**src/hdl/mirc_ram.sv**
```systemverilog
module mirc_ram #(
  parameter int WIDTH = 8,
  parameter int DEPTH = 32,
  localparam int AW = (DEPTH > 1) ? $clog2(DEPTH) : 1
) (
  input  logic             clk_i,
  input  logic             we_i,
  input  logic [AW-1:0]    waddr_i,
  input  logic [WIDTH-1:0] wdata_i,
  input  logic             re_i,
  input  logic [AW-1:0]    raddr_i,
  output logic [WIDTH-1:0] rdata_o
);

  logic [WIDTH-1:0] mem [DEPTH];
  logic [WIDTH-1:0] rdata_q;

  always_ff @(posedge clk_i) begin
    if (we_i) begin
      mem[waddr_i] <= wdata_i;
    end
    if (re_i) begin
      rdata_q <= mem[raddr_i];
    end
  end

  assign rdata_o = rdata_q;

endmodule

```
**config.mk**
```make
export PLATFORM = sky130hd
export DESIGN_NAME = mirc_ram
export DESIGN_NICKNAME = d
export VERILOG_FILES = /design/src/hdl/mirc_ram.sv
export SDC_FILE = /design/constraint.sdc
export NUM_CORES = 1
export LEC_CHECK = 0
export BUFFER_PORTS_ARGS = -buffer_cell sky130_fd_sc_hd__buf_2
export CORE_UTILIZATION = 61
export DETAILED_ROUTE_END_ITERATION = 16
export PLACE_DENSITY = 0.79
export SKIP_LAST_GASP = 1
export SLEW_MARGIN = 5
export SYNTH_ARGS = -nofsm -noshare
export SYNTH_HDL_FRONTEND = slang
export SYNTH_SLANG_ARGS = --single-unit
```
**constraint.sdc**
```tcl
create_clock -name clk_i -period 2.8 [get_ports clk_i]
set_input_delay 0.56 -clock clk_i [delete_from_list [all_inputs] [get_ports clk_i]]
set_output_delay 0.56 -clock clk_i [all_outputs]
set_load 0.01 [all_outputs]
```
**Yosys cells after proc, flatten, opt, wreduce, memory -nomap -nowiden**

Memories as Yosys holds them, arrays and structs flattened. A register that Yosys moved wholly into a read port is not among the register bits.
Cells that the tools add are included.

- Muxes and demuxes: 2

Operators by type and width:

| kind | count |
|---|---|
| two-way mux 1 bit | 2 |

- RAM bits: 256
- Memories: 1
- Logic and storage cells: 3
- Input port bits: 21
- Output and inout port bits: 8
- Register bits: 0

Memory list:

| memory | words | bits a word | read ports | clocked after Yosys merged registers in | wr ports | RTL line | RTL |
|---|---|---|---|---|---|---|---|
| mem | 32 | 8 | 1 | 1 | 1 | 15 | `logic [WIDTH-1:0] mem [DEPTH];` |

**Longest topological paths before layout**

Gate-level depths: netlist (run 1).

- Depth after elaboration: 2
- Depth in mapped cells: 5
- Depth with buffers taken out: 3

**Worst setup path after synthesis (run 1)**

No wires, ideal clock.

- Kind: input-to-reg
- Start point: in raddr_i[2]
- End point: reg rdata_q[0], in the netlist rdata_o[0] (read register of mem) (data pin)
- Path slack: 298 ps
- Arrival: 2242 ps
- Cell stages on the path: 5
- Buffers on the path: 2
- Setup time: 260 ps
- Path through: clkbuf_1 > clkbuf_1 > mux4_2 > mux4_2 > mux2_2

RTL lines:

| element | RTL line | RTL |
|---|---|---|
| start, declared | 11 | `input logic [AW-1:0] raddr_i,` |
| end, declared | 16 | `logic [WIDTH-1:0] rdata_q;` |

==> summary.txt, run 1 <==
Status
  • Result of the run: completed

Yosys
  • Dominant register cell in the synthesized netlist: sky130_fd_sc_hd__edfxtp_1
  • Commonest cells in the synthesized netlist: sky130_fd_sc_hd__edfxtp_1 (264), sky130_fd_sc_hd__mux4_2 (80), sky130_fd_sc_hd__nor2_1 (33)
  • Flops & latches, synth: 264
  • Adder and majority gate portion of the synthesized area: 0%
  • Synthesized cell area: 10100 sq um
  • Synth area leaders: sky130_fd_sc_hd__edfxtp_1 (78%), sky130_fd_sc_hd__mux4_2 (18%), sky130_fd_sc_hd__nor2_1 (1.2%), sky130_fd_sc_hd__mux2_2 (0.89%), sky130_fd_sc_hd__buf_4 (0.44%)
  • Sequential share of the synthesized area: 78.2%
  • Mean instance size in the synthesized netlist: 24.3 sq um
  • Cell variety after synth: 14
  • Yosys Warn Count: 0
  • Main combinational cell family by area after synthesis: multiplexers
  • Number of nets produced by synthesis: 438
  • Mux share of post-synthesis cell area: 18.7%
  • Post-synth ARST share: 0%
  • Gate count of the mapped netlist: 417
  • Post-synthesis share of cell area spent on xor and xnor gates: 0%
  • Most instantiated library cell after synthesis: sky130_fd_sc_hd__edfxtp_1
  • Synth Area in Simple Gates: 2.05%
  • Compound-cell area share of the yosys netlist: 0%
  • Share of the synthesized area in the top cell type: 78.2%
  • Post-synth EDFFs: 264
  • Most area-hungry cell type in the Yosys netlist: sky130_fd_sc_hd__edfxtp_1

Clock tree
  • Master cell of the clock root buffer: sky130_fd_sc_hd__clkbuf_16
  • Clock latency reported for the late side of the worst-skew pair: 510 ps
  • Cts hold-fix bufs: 0
  • Clock tree from TritonCTS: done
  • Maximum clock insertion buffer count: 3
  • Clk sinks: 264
  • Count of buffers added by post-CTS timing repair for setup: 0
  • Clock-pin slew of the registers on the worst-case setup and hold paths: 60 ps
  • Cts bufs inserted: 26
  • Number of gates given a new drive strength after cts: 0
  • Maximum level of the CTS H-tree: 1

Worst setup path
  • Critical path's slowest cell: sky130_fd_sc_hd__mux4_2
  • Worst path required time: 3070 ps
  • Kind of critical path: primary input to flop
  • Category of the worst setup path capture point: flop
  • Critical Path Max Stage Delay: 560 ps
  • Largest fanout on the critical path: 15
  • Worst Setup Start Kind: primary input
  • Most frequent CP cell: sky130_fd_sc_hd__mux4_2
  • Data arrival, critical path: 2380 ps
  • Cells along the critical path: buf_4, buf_12, mux4_2, mux4_2, mux2_2

Timing
  • # setup viols final: 0
  • Setup repair after global routing missed its margin: no
  • Final Skew: 6.46 ps
  • Minimum clock period: 2110 ps
  • Highest Clock Rate: 473 MHz
  • Ratio of final minimum period to clock period: 75.5%
  • Actual transition at the worst max-transition pin: 655 ps
  • Number of slew-limit violations in the final report: 0
  • Relative max-transition margin: 56.3%
  • Hold slack final: 415 ps
  • Final Hold Violating Endpoints: 0
  • Final total negative setup slack: 0 ps

Die
  • Die extent in y: 131 um
  • Die area: 17100 sq um
  • Core area: 16100 sq um
  • Die boundary width: 131 um
  • Std-Cell Rows: 46
  • Effective utilization at floorplan: 63.1%
  • I/O pin total: 29

GRT
  • Global-route usage over all layers: 26.7%
  • Pin count of the biggest net entering global routing: 41
  • Number of antenna violations at the first check in global routing: 0
  • Congestion Overflow GR: 0
  • Via count of the first global-routing pass: 4901
  • Wire length of the first global-routing pass: 31300 um

Place
  • Final HPWL from detailed placement: 13200 um
  • Number of port buffers: 28
  • Gp weighted congestion: 0.796

Final layout
  • Fraction of final layout cells sized beyond drive strength 1: 38.2%
  • Storage cell area: 7930 sq um
  • Multi-input gate area in the final layout: 2100 sq um
  • Number of nets in the final layout: 516
  • Diodes inserted: 0
  • Final core utilization: 72.3%
  • Fill count: 887
  • Signed area change from the synthesized netlist to the final layout: 14.6%

Route
  • Mean routed wirelength per cell: 29.1 um
  • Residual DRC count: 0
  • DRC marker count from the first detailed-route iteration: 602
  • First drt pass iteration count: 4
  • Antenna-violating nets left: 0
  • Total via count in the routed design: 4772
  • Drt via density: 6.56
  • Final Routed Wirelength: 21100 um

Power and ir drop
  • Maximum vdd ir drop: 0.569 mV
  • Pwr/cell area: 694 nW/um^2
  • Leakage power figure: 3.73 nW

Min path
  • Type of the tightest min-delay check: primary input to flop

Job
  • Max-Cap Viols: 0
[critical path: cells and delay by family]
family	cells	cell delay, ps
buffers and inverters	2	420
multiplexers	3	1380
[placed cells by master, fill, tap and decap left out]
master	n
sky130_fd_sc_hd__nor2_1	33
sky130_fd_sc_hd__buf_2	27
sky130_fd_sc_hd__clkinv_1	3
sky130_fd_sc_hd__nand3_1	2
sky130_fd_sc_hd__clkinv_2	6
sky130_fd_sc_hd__buf_12	7
sky130_fd_sc_hd__bufinv_16	1
sky130_fd_sc_hd__mux2_2	8
sky130_fd_sc_hd__clkbuf_16	27
sky130_fd_sc_hd__mux4_2	80
sky130_fd_sc_hd__edfxtp_1	264
sky130_fd_sc_hd__or3b_2	3
sky130_fd_sc_hd__nand3b_1	5
sky130_fd_sc_hd__or3_1	1
sky130_fd_sc_hd__buf_4	36
sky130_fd_sc_hd__nand2_1	1
sky130_fd_sc_hd__clkbuf_1	7
[metal layers]
| layer | GRT usage (%) | vias up | share of wire (%) |
|---|---|---|---|
| met2 | 43.0 | 303 | 50 |
| met5 | 0 | - | 0 |
| met3 | 3.91 | 26 | 9.0 |
| li1 | - | 1937 | - |
| met4 | 6.49 | 0 | 1.6 |
| met1 | 39.7 | 2506 | 40 |
[worst paths after layout]
kind / from / to / slack, ps / depth (start not counted)
hold / removal: re_i / rdata_o[3] / 410 / 1
setup / recovery: raddr_i[0] / rdata_o[5] / 690 / 5
hold reg to reg: mem[10][5] / rdata_o[5] / 1000 / 3
setup reg to reg: mem[18][6] / rdata_o[6] / 840 / 3
[kinds of logic (layout without fill, tap and decap cells)]
group | count (synthesis) | after routing
buffers and inverters | 20 | 114
muxes | 88 | 88
DFF | 264 | 264
and+or+nand+nor | 45 | 45
[registers in the layout (all words and copies together) (netlist names)]
| register | count |
|---|---|
| mem | 256 |
| rdata_o | 8 |
[cell type report]
cell class / count / area share, %
clock buffer: 34 / 6.04
clock inverter: 10 / 0.614
multi-input combinational: 133 / 18.1
sequential: 264 / 68.2
tap: 216 / 2.33
timing repair buffer: 70 / 4.70
[where the power goes]
| part | leakage [nW] | internal, mW | total [mW] | switching [mW] |
|---|---|---|---|---|
| Combinational | 0.959 | 0.195 | 0.431 | 0.236 |
| Sequential | 2.38 | 4.41 | 4.43 | 0.0195 |
| Clock | 0.383 | 1.84 | 3.19 | 1.35 |
[per-stage QoR]
| stage | setup slack [ps] | instance area, sq um | instances | power, mW |
|---|---|---|---|---|
| 3_5_place_dp | 150 | 10800 | 683 | 4.95 |
| 4_1_cts | 694 | 11600 | 727 | 8.09 |
| 3_3_place_gp | 158 | 10800 | 683 | 4.93 |
| 6_report | 685 | 11600 | 727 | 8.06 |
| 5_1_grt | 672 | 11600 | 727 | 8.27 |
| 2_1_floorplan | 298 | 10100 | 417 | 4.75 |
No activity file was read; power rests on OpenSTA's default activity.
==> run 2, diff against run 1 <==
Clock period 2.8 ns to 2.01 ns, I/O delays scaled along.
==> run 2 against run 1 <==
  * Critical endpoint is now rdata_o[1]
  * Combinational power rose by 36%
  * Routed wire length fell by 2.9%
  * Setup slack got worse by 640 ps
  * First-iteration DRC count rose by 3.8%
  * Largest cell class unchanged
  * Total power rose by 40%
==> summary.txt, run 2 (same netlist as run 1, synthesis figures left out) <==
Die
  • Die boundary width: 131 um
  • Core area: 16100 sq um
  • Std-Cell Rows: 46
  • Die area: 17100 sq um
  • Die extent in y: 131 um
  • I/O pin total: 29
  • Effective utilization at floorplan: 63.1%

Power and ir drop
  • Net switching power: 2.26 mW
  • P_int: 9.01 mW
  • Part of the total power dissipated in the clock network: 40.0%
  • Maximum vdd ir drop: 0.873 mV
  • Pwr/cell area: 967 nW/um^2
  • Sw Share: 20.1%
  • Leakage power figure: 3.74 nW
  • Final Total Pwr: 11.3 mW
  • Sequential power share: 54.8%
  • Portion of total power attributed to combinational logic: 5.2%

Job
  • Max-Cap Viols: 0

Timing
  • Number of slew-limit violations in the final report: 0
  • Final Hold Violating Endpoints: 0
  • Final Skew: 7.85 ps
  • # setup viols final: 0
  • Minimum clock period: 1970 ps
  • Setup repair after global routing missed its margin: no
  • Actual transition at the worst max-transition pin: 643 ps
  • Relative max-transition margin: 57.2%
  • Ratio of final minimum period to clock period: 97.9%
  • Highest Clock Rate: 508 MHz

Worst setup path
  • Most frequent CP cell: sky130_fd_sc_hd__mux4_2
  • Critical path's slowest cell: sky130_fd_sc_hd__mux4_2
  • Data arrival, critical path: 2240 ps
  • Kind of critical path: flop to flop
  • Worst Setup Start Kind: flop
  • Largest fanout on the critical path: 1
  • Worst path required time: 2280 ps
  • Worst-case register-to-register setup slack: 40 ps
  • Cells along the critical path: mux4_2, mux4_2, mux2_4
  • Category of the worst setup path capture point: flop
  • Critical Path Max Stage Delay: 510 ps

Route
  • Total via count in the routed design: 4724
  • Residual DRC count: 0
  • Drt via density: 6.46
  • First drt pass iteration count: 5
  • Antenna-violating nets left: 0
  • Mean routed wirelength per cell: 28.1 um
  • Final Routed Wirelength: 20500 um
  • DRC marker count from the first detailed-route iteration: 625

Clock tree
  • Clock tree from TritonCTS: done
  • Maximum level of the CTS H-tree: 1
  • Clk sinks: 264
  • Clock-pin slew of the registers on the worst-case setup and hold paths: 60 ps
  • Count of buffers added by post-CTS timing repair for setup: 0
  • Maximum clock insertion buffer count: 3
  • Master cell of the clock root buffer: sky130_fd_sc_hd__clkbuf_16
  • Cts hold-fix bufs: 0
  • Cts bufs inserted: 27
  • Clock latency reported for the late side of the worst-skew pair: 530 ps

Final layout
  • Most common cell after layout, fill and taps aside: sky130_fd_sc_hd__edfxtp_1
  • Max FFs per register: 256
  • Fraction of final layout cells sized beyond drive strength 1: 38.1%
  • Top library cells by usage in the layout, fill and taps aside: sky130_fd_sc_hd__edfxtp_1 (264), sky130_fd_sc_hd__mux4_2 (80), sky130_fd_sc_hd__buf_4 (36)
  • Final core utilization: 72.5%
  • Number of nets in the final layout: 517
  • Signed area change from the synthesized netlist to the final layout: 15.0%
  • Largest register by flop count: mem

GRT
  • Global-route usage over all layers: 26.1%
  • Number of antenna violations at the first check in global routing: 1
  • Pin count of the biggest net entering global routing: 33
  • Congestion Overflow GR: 0
  • Wire length of the first global-routing pass: 30400 um
  • Via count of the first global-routing pass: 4830

Place
  • Gp weighted congestion: 0.771
  • Final HPWL from detailed placement: 12400 um
  • Number of port buffers: 28

Min path
  • Type of the tightest min-delay check: primary input to flop

Status
  • Result of the run: completed
-- run 2: cell types whose count changed in the layout (fill, tap and decap cells not counted), sizes merged --
| cell | delta |
|---|---|
| clkinv | +3 |
| clkbuf | -1 |
| diode | +1 |
| inv | +1 |
-- run 2: final timing paths --
| path | start | to | cells past startpoint |
|---|---|---|---|
| min | re_i | rdata_o[1] | 1 |
| max reg2reg | mem[29][1] | rdata_o[1] | 3 |
| max | mem[29][1] | rdata_o[1] | 3 |
| min reg2reg | mem[2][1] | rdata_o[1] | 3 |
-- run 2: worst max-delay path: cells and delay by family (launching register included) --
| family | cells | cell delay [ps] |
|---|---|---|
| flops | 1 | 420 |
| mux | 3 | 1290 |
-- run 2: cell type report --
| class | count | area (sq um) |
|---|---|---|
| fill | 886 | 4410 |
| clock buffer | 33 | 698 |
| sequential | 264 | 7930 |
| tap | 216 | 270 |
| clock inverter | 14 | 103 |
| multi-input combinational | 133 | 2100 |
| antenna | 1 | 2.50 |
| timing repair buffer | 70 | 546 |
-- run 2: what timing repair did --
action                                  4_1_cts  5_1_grt
hold endpoints to repair                      0        0
endpoints found under the setup margin        0        1
resized for setup                             0        1
-- run 2: routing by layer --
layer  track usage [%]  part of all wire [%]
met4              7.78                   2.5
met5                 0                     0
met1              38.5                    40
met2              40.8                    48
met3              4.85                   8.6
-- run 2: metrics by stage --
step	setup slack, ps	cells	setup TNS (ps)	instance area (sq um)	hold slack (ps)
after detailed placement	-404	683	-3060	10800	771
after floorplan	-128	417	-1030	10200	501
final	41.4	731	0	11600	248
after global routing	9.24	730	0	11600	238
after CTS	25.4	730	0	11600	233
after global placement	-401	683	-2990	10800	763
-- run 2: power by group through the flow --
stage	Clock [mW]	Sequential, mW	Combinational [mW]
3_5_place_dp	0	6.28	0.584
6_report	4.51	6.17	0.586
4_1_cts	4.57	6.17	0.590
2_1_floorplan	0	6.28	0.353
5_1_grt	4.78	6.17	0.626
3_3_place_gp	0	6.28	0.571
