==> config.mk <==
export PLATFORM = sky130hd
export DESIGN_NAME = mirc_mul
export DESIGN_NICKNAME = d
export VERILOG_FILES = /design/src/hdl/mirc_pkg.sv /design/src/hdl/mirc_mul.sv
export SDC_FILE = /design/constraint.sdc
export NUM_CORES = 2
export LEC_CHECK = 0
export CORE_MARGIN = 2
export CORE_UTILIZATION = 55
export DETAILED_ROUTE_END_ITERATION = 8
export DONT_BUFFER_PORTS = 1
export MAX_ROUTING_LAYER = met4
export PLACE_DENSITY = 0.7
export SYNTH_ARGS = -nofsm -noshare
export SYNTH_HDL_FRONTEND = slang
export SYNTH_SLANG_ARGS = --single-unit
export TNS_END_PERCENT = 30
==> constraint.sdc <==
create_clock -name clk_i -period 27.3 [get_ports clk_i]
set_clock_uncertainty 0.1 [all_clocks]
set_input_delay 1.365 -clock clk_i [delete_from_list [all_inputs] [get_ports clk_i]]
set_output_delay 1.365 -clock clk_i [all_outputs]
set_load 0.1 [all_outputs]
==> src/hdl/mirc_pkg.sv <==
package mirc_pkg;

  localparam int MAX_TERMS   = 32;
  localparam int MAX_RESULTS = 32;
  // address, count and kept-count widths
  localparam int AW = (MAX_TERMS > 1) ? $clog2(MAX_TERMS) : 1;
  localparam int CW = $clog2(MAX_TERMS + 1);
  localparam int NW = $clog2(MAX_RESULTS + 1);

  localparam logic signed [63:0] Q_MAX = 64'sh7FFF_FFFF_FFFF_FFFF;
  localparam logic signed [63:0] Q_MIN = 64'sh8000_0000_0000_0000;
  localparam logic signed [63:0] Q_ONE = 64'sh0000_0001_0000_0000;

  localparam logic [30:0] TOL_RESET = 31'd4295;

  typedef logic [1:0] cfg_idx_t;
  localparam cfg_idx_t CFG_MODE      = 2'd0;
  localparam cfg_idx_t CFG_MAX_CUTS  = 2'd1;
  localparam cfg_idx_t CFG_TOLERANCE = 2'd2;

  // one stored term; after the rounding pass coeff holds the cut
  // coefficient and int_flag marks a kept term
  typedef struct packed {
    logic [31:0]        var_id;
    logic signed [63:0] coeff;
    logic signed [63:0] bound;
    logic               int_flag;
    logic signed [63:0] lp_value;
  } term_t;

  function automatic logic signed [63:0] sadd(input logic signed [63:0] a,
                                              input logic signed [63:0] b);
    logic [64:0] s;
    s = {a[63], a} + {b[63], b};
    if (s[64] != s[63]) begin
      sadd = s[64] ? Q_MIN : Q_MAX;
    end else begin
      sadd = s[63:0];
    end
  endfunction

  function automatic logic signed [63:0] ssub(input logic signed [63:0] a,
                                              input logic signed [63:0] b);
    logic [64:0] s;
    s = {a[63], a} - {b[63], b};
    if (s[64] != s[63]) begin
      ssub = s[64] ? Q_MIN : Q_MAX;
    end else begin
      ssub = s[63:0];
    end
  endfunction

  function automatic logic signed [63:0] sneg(input logic signed [63:0] a);
    sneg = (a == Q_MIN) ? Q_MAX : -a;
  endfunction

endpackage

==> src/hdl/mirc_mul.sv <==
// Q32.32 saturating multiply on one 32x32 multiplier, four partial products.
module mirc_mul (
  input  logic               clk_i,
  input  logic               rst_ni,
  input  logic               start_i,
  input  logic signed [63:0] a_i,
  input  logic signed [63:0] b_i,
  output logic               done_o,
  output logic signed [63:0] p_o
);

  logic [63:0]        ua_q, ub_q;
  logic               neg_q;
  logic [127:0]       acc_q;
  logic [63:0]        pp_q;
  logic [1:0]         pk_q;
  logic               pv_q;
  logic [2:0]         cnt_q;
  logic               busy_q;
  logic               done_q;
  logic signed [63:0] p_q;

  logic [31:0]  x, y;
  logic [127:0] pp_sh;
  logic [63:0]  r, lim;
  logic         sat;

  always_comb begin
    x = cnt_q[1] ? ua_q[63:32] : ua_q[31:0];
    y = cnt_q[0] ? ub_q[63:32] : ub_q[31:0];
    unique case (pk_q)
      2'd0:    pp_sh = {64'b0, pp_q};
      2'd3:    pp_sh = {pp_q, 64'b0};
      default: pp_sh = {32'b0, pp_q, 32'b0};
    endcase
    r   = acc_q[95:32];
    lim = neg_q ? 64'h8000_0000_0000_0000 : 64'h7FFF_FFFF_FFFF_FFFF;
    sat = (|acc_q[127:96]) || (r > lim);
  end

  always_ff @(posedge clk_i or negedge rst_ni) begin
    if (!rst_ni) begin
      busy_q <= 1'b0;
      done_q <= 1'b0;
      pv_q   <= 1'b0;
      cnt_q  <= '0;
      ua_q   <= '0;
      ub_q   <= '0;
      neg_q  <= 1'b0;
      acc_q  <= '0;
      pp_q   <= '0;
      pk_q   <= '0;
      p_q    <= '0;
    end else if (start_i) begin
      ua_q   <= a_i[63] ? 64'(-a_i) : a_i;
      ub_q   <= b_i[63] ? 64'(-b_i) : b_i;
      neg_q  <= a_i[63] ^ b_i[63];
      acc_q  <= '0;
      cnt_q  <= '0;
      pv_q   <= 1'b0;
      busy_q <= 1'b1;
      done_q <= 1'b0;
    end else if (busy_q) begin
      if (cnt_q < 3'd4) begin
        pp_q <= x * y;
        pk_q <= cnt_q[1:0];
        pv_q <= 1'b1;
      end else begin
        pv_q <= 1'b0;
      end
      if (pv_q) begin
        acc_q <= acc_q + pp_sh;
      end
      if (cnt_q == 3'd5) begin
        // truncate toward zero, then saturate
        if (sat) begin
          p_q <= neg_q ? mirc_pkg::Q_MIN : mirc_pkg::Q_MAX;
        end else begin
          p_q <= neg_q ? -r : r;
        end
        done_q <= 1'b1;
        busy_q <= 1'b0;
      end
      cnt_q <= cnt_q + 3'd1;
    end else begin
      done_q <= 1'b0;
    end
  end

  assign done_o = done_q;
  assign p_o    = p_q;

endmodule

# ---- After elaboration in Yosys (flattened, before gate mapping)
# Index checks and enable logic that the tools add are counted.
dict set report op_classes {
  n_addsub 5
  multipliers 1
  magnitude_cmp 2
  eq_ne 3
  muxes 22
  bitwise 2
  n_reduce_logical 8
}
# cell count
set op_table {}
lappend op_table {{2-to-1 mux 128 bit} 3}
lappend op_table {{2-to-1 mux 64 bit} 5}
lappend op_table {{one-hot mux 128 bit (2 select lines)} 1}
lappend op_table {{negator 64 bit} 3}
lappend op_table {{adder 128 bit} 1}
lappend op_table {{> comparator 64 bit} 1}
lappend op_table {{multiplier 32 x 32 -> 64 bit} 1}
lappend op_table {{2-to-1 mux 32 bit} 2}
lappend op_table {{OR reduction 32 bit} 1}
lappend op_table {{2-to-1 mux 1 bit} 9}
lappend op_table {{2-to-1 mux 3 bit} 2}
lappend op_table {{AND reduction 3 bit} 2}
lappend op_table {{nonzero test 2 bit} 2}
lappend op_table {{adder 3 x 1 -> 3 bit (second input constant)} 1}
lappend op_table {{equality test 3 bit (second input constant)} 1}
lappend op_table {{< comparator 3 bit (second input constant)} 1}
lappend op_table {{!= test 3 x 2 -> 1 bit (second input constant)} 1}
lappend op_table {{equality test 2 bit (second input constant)} 1}
lappend op_table {{logical NOT 2 bit} 1}
lappend op_table {{AND reduction 2 bit} 1}
lappend op_table {{logical OR 1 bit} 1}
lappend op_table {{NOT 1 bit} 1}
lappend op_table {{XOR 1 bit} 1}
dict set report word_totals {
  reg_bits 393
  inputBits 131
  output_inout_bits 65
  elab_cells 54
}

# ---- Longest topological paths before layout
dict set report logic_depth {
  ltp_word 6
  ltp_mapped 32
  ltp_nobuf 28
}

# ---- Worst setup path after synthesis
# No wires, ideal clock.
dict set report synth_path {
  kind {reg-to-reg}
  startpoint {register cnt_q[0]}
  endpoint {register pp_q[49]}
  setup_time_ps 127
  arrival_time_ps 8637
  required_ps 27073
  slack_ps 18436
  path_stages_with_launch 29
  n_path_buf 3
  period_less_slack_ps 8864
  path_cell_list {dfrtp_1 clkbuf_1 clkbuf_1 mux2i_1 clkbuf_1 nor2_1 fa_1 fa_1 fa_1 inv_1 fa_1 inv_1 fa_1 inv_1 fa_1 inv_1 fa_1 fa_1 ha_1 and4_1 nand2_1 or3_1 a311o_1 a21boi_0 o211a_1 nor2_1 o31ai_1 a31o_2 nand3_1}
}
dict set report synth_via {
  elab_chain_cells 2
  word_cells_on_any_way 4
  cone_classes {mul (1); order compare (1); mux (1); reduce/logical (1)}
}
# element line
set synth_rtl {}
lappend synth_rtl {{from (decl)} mirc_mul.sv:18} ;# logic [2:0] cnt_q;
lappend synth_rtl {{from (signal assigned)} mirc_mul.sv:84} ;# cnt_q <= cnt_q + 3'd1;
lappend synth_rtl {{2-to-1 mux 32 bit or < comparator 3 bit (tied branches)} {mirc_mul.sv:30, mirc_mul.sv:64}}
lappend synth_rtl {{multiplier 32 x 32 -> 64 bit or AND reduction 3 bit (tied branches)} n/a}
lappend synth_rtl {{to (signal assigned)} mirc_mul.sv:65} ;# pp_q <= x * y;
lappend synth_rtl {{to (decl)} mirc_mul.sv:15} ;# logic [63:0] pp_q;
# Parallel ways exist; a longest one is shown, timed or not.
# A chain may end at the register's enable or synchronous reset.

# ---- Worst setup path after layout
dict set report layout_path {
  startpoint {register cnt_q[1]}
  endpoint {register pp_q[62]}
}
dict set report layout_via {
  elab_chain_cells 2
  word_cells_on_any_way 4
  cone_classes {mul (1); order compare (1); mux (1); reduce/logical (1)}
}
# element line
set layout_rtl {}
lappend layout_rtl {{2-to-1 mux 32 bit or < comparator 3 bit (tied branches)} {mirc_mul.sv:29, mirc_mul.sv:64}}
lappend layout_rtl {{multiplier 32 x 32 -> 64 bit or AND reduction 3 bit (tied branches)} n/a}
# Parallel ways exist; a longest one is shown, timed or not.

==> results.md <==
* Status: finished, final reports clean
* CTS sink cnt at 393
* WL final at 219.8 mm
* Vias at 54.59k
* DR pass1 iterations at 6
* GPL Wtd Cong at 1.065
* Post-Synth Adder-Cell Area at 37.79%
* Crit path kind: flop to flop
* Number of max-cap violations at 0
* Distinct cells, synth at 74
* CTS root buffer: clkbuf_16
* Post-Synth XOR/XNOR Area at 4.046%
* First-pass GRT wire length at 335.4 mm
* Fin Setup TNS at 0 ns
* Proportion of synthesized area in mux cells at 2.302%
* Final hold vios at 0
* Mapped Avg Cell Area at 8.278 sq um
* DRT iter0 DRCs at 4535
* TritonCTS clock tree: done
* Drt drc at 0
* CTS resizes at 0
* CTS max path bufs at 3
* Post-Syn Area at 62780 sq um
* I/O pin cnt at 196
* Port buffer count at 0
* Synth Instances at 7584
* Initial antenna violation count at 4
* Synth warn at 0
* Critical path capture point type: flop
* Vias in the first global route at 55.45k
* Die Wd at 341.9 um
* Sequential Area at 9846 sq um
* Clk_lat worst skew at 0.68 ns
* Multi-input logic area at 48120 sq um
* TritonCTS buffer count at 49
* Finish-stage setup viols at 0
* Starting Density at 55.65%
* Hold Crit Class: input port to asynchronous set/reset pin
* Core footprint at 112800 sq um
* Post-synthesis simple-gate area fraction at 17.43%
* EDFF count, synth at 0
* Share of layout cells above drive strength 1 at 4.895%
* Setup Buffers After CTS at 0
* Die height at 341.9 um
* CTS Hold Bufs at 0
* Area Growth Syn to Fin at 4.995%
* Fin nets at 8827
* Synth Flop Type: dfrtp_1
* Compound-Gate Fraction of Synth Area at 14.66%
* Cell Rows at 123
* Synthesized Nets at 9073
* Critical Path Start Type: flop
* FF+latch count, synth at 393
* Fin. max-slew vios at 0
* CP Max Fanout at 54
* Overall routing resource usage at 39.08%
* Largest net degree at the start of global routing at 394
* FFs w/ async S/R, synth at 100.0%
* Crit path arrival time at 10.26 ns
* Hpwl dp at 173.1 mm
* Gr ovfl total at 0
* Seq/Total Area, Yosys at 15.67%
* Fill count at 10.34k
* Main combinational cell family by area after synthesis: adder cells
* Fmax at 101.6 MHz
* Tmin final at 9.847 ns
* Wirelength per Cell at 24.76 um
* Clock transition at path regs at 0.06 ns
* Die Area at 116900 sq um
* Final period utilization at 36.07%
* Vias/cell at 6.149
* CP Data Required Time at 27.71 ns
* H-tree Lvls at 2
* Worst slew pin tran at 1.270 ns
* ANT nets after route at 0
* Slew headroom at 12.88%
* RSZ-0062 raised after global routing: false
==> worst paths after layout <==
kind / from / to / slack [ns] / depth (start not counted)
max: cnt_q[1]$_DFFE_PN0P_ / pp_q[62]$_DFFE_PN0P_ / 17.45 / 26
min: rst_ni / p_o[61]$_DFFE_PN0P_ / 0.29 / 0
max reg2reg: cnt_q[1]$_DFFE_PN0P_ / pp_q[62]$_DFFE_PN0P_ / 17.45 / 26
min reg2reg: acc_q[4]$_DFFE_PN0P_ / acc_q[4]$_DFFE_PN0P_ / 0.39 / 2
max in group asynchronous: rst_ni / ub_q[3]$_DFFE_PN0P_ / 26.14 / 0
min in group clk_i: acc_q[4]$_DFFE_PN0P_ / acc_q[4]$_DFFE_PN0P_ / 0.39 / 2
==> layout by cell type, fill, tap and decap left out, types with 22 or more instances in the layout <==
master,n
ha_1,460
nor3_1,59
nor2_1,950
nor2b_1,22
clkbuf_16,49
dfrtp_1,390
o41ai_1,23
mux2i_2,44
or3_1,58
nand4_1,107
a22o_1,35
mux2i_1,23
and2_1,89
fa_1,897
a31oi_1,34
or2_2,28
or4_1,31
nand2_1,1012
xor2_1,191
o31ai_1,102
mux2_2,67
a221oi_1,22
o21a_1,22
xnor2_1,99
nor4_1,31
buf_4,96
inv_1,961
nand3_1,60
and3_1,23
o21ai_0,435
a21oi_1,505
a21o_1,143
o21bai_1,39
o211ai_1,26
==> layout make-up <==
type / count / share of cell area (%)
clock buffer: 60 / 1.999
antenna: 3 / 0.01139
inverter: 962 / 5.478
clock inverter: 28 / 0.6359
multi-input combinational: 5836 / 73.00
sequential: 393 / 14.94
timing repair buffer: 96 / 1.093
tap: 1500 / 2.847
==> per-layer routing <==
| layer | global-route usage (%) | share of wire, % | vias to the layer above |
|---|---|---|---|
| met2 | 62.61 | 47 | 2542 |
| met4 | 24.85 | 8.1 | 0 |
| met1 | 45.68 | 37 | 26950 |
| met3 | 6.735 | 8.0 | 784 |
| li1 | - | - | 24320 |
| met5 | - | 0 | - |
==> registers in the layout, indices dropped and copies added, names as in the netlist <==
register	cells
acc_q	128
busy_q	1
cnt_q	3
done_o	1
neg_q	1
p_o	64
pk_q	2
pp_q	64
pv_q	1
ua_q	64
ub_q	64
==> stage by stage <==
| step | instances | utilization (%) | area, sq um | setup slack [ns] | hold slack (ns) |
|---|---|---|---|---|---|
| floorplan | 7584 | - | 62780 | 18.44 | 0.3563 |
| global placement | 8787 | 56.89 | 64170 | 17.57 | 0.3699 |
| detailed placement | 8787 | 56.89 | 64170 | 17.52 | 0.3814 |
| CTS | 8875 | 58.42 | 65910 | 17.51 | 0.2694 |
| global route | 8878 | 58.43 | 65910 | 17.03 | 0.2754 |
| finish | 8878 | 58.43 | 65910 | 17.45 | 0.2865 |
==> critical path, stage by stage (launching register included) <==
cell and delay, ns:
dfrtp_4 0.54, buf_4 0.76, mux2i_2 0.29, buf_4 0.42, nor2_1 0.14, fa_1 0.52, fa_1 0.55, inv_1 0.06
fa_1 0.50, fa_1 0.53, inv_1 0.06, fa_1 0.55, fa_1 0.43, fa_1 0.50, inv_1 0.06, fa_1 0.48
inv_1 0.05, ha_1 0.48, nand4_1 0.21, or3_1 0.41, a2111oi_0 0.46, nor2_1 0.21, o21ai_0 0.48, a31oi_1 0.25
o31ai_1 0.33, or3_1 0.15, o2111ai_1 0.08
==> synthesized netlist by cell type (99+ instances only) <==
library cell | count | share of area (%)
a21o_1 | 143 | 1.7
o31ai_1 | 102 | 1.2
clkbuf_1 | 370 | 2.2
a21oi_1 | 506 | 4.0
nor2_1 | 952 | 5.7
ha_1 | 461 | 9.2
dfrtp_1 | 393 | 16
xnor2_1 | 99 | 1.4
nand2_1 | 1014 | 6.1
nand4_1 | 107 | 1.1
fa_1 | 897 | 29
xor2_1 | 191 | 2.7
inv_1 | 962 | 5.8
o21ai_0 | 435 | 3.5
==> cells by family (layout without fill, tap and decap cells) <==
| group | Yosys count | after routing |
|---|---|---|
| AOI/OAI and AO/OA | 1517 | 1517 |
| xor gates and xnor gates | 290 | 290 |
| adders and majority gates | 1358 | 1358 |
| buffers and inverters | 1355 | 1146 |
| DFF | 393 | 393 |
| muxes | 136 | 136 |
| other | 0 | 3 |
| and+or+nand+nor | 2535 | 2535 |
Power is left out: the tool's default activity adds up to more than one toggle a clock period on the data nets, which glitch-free logic cannot reach.
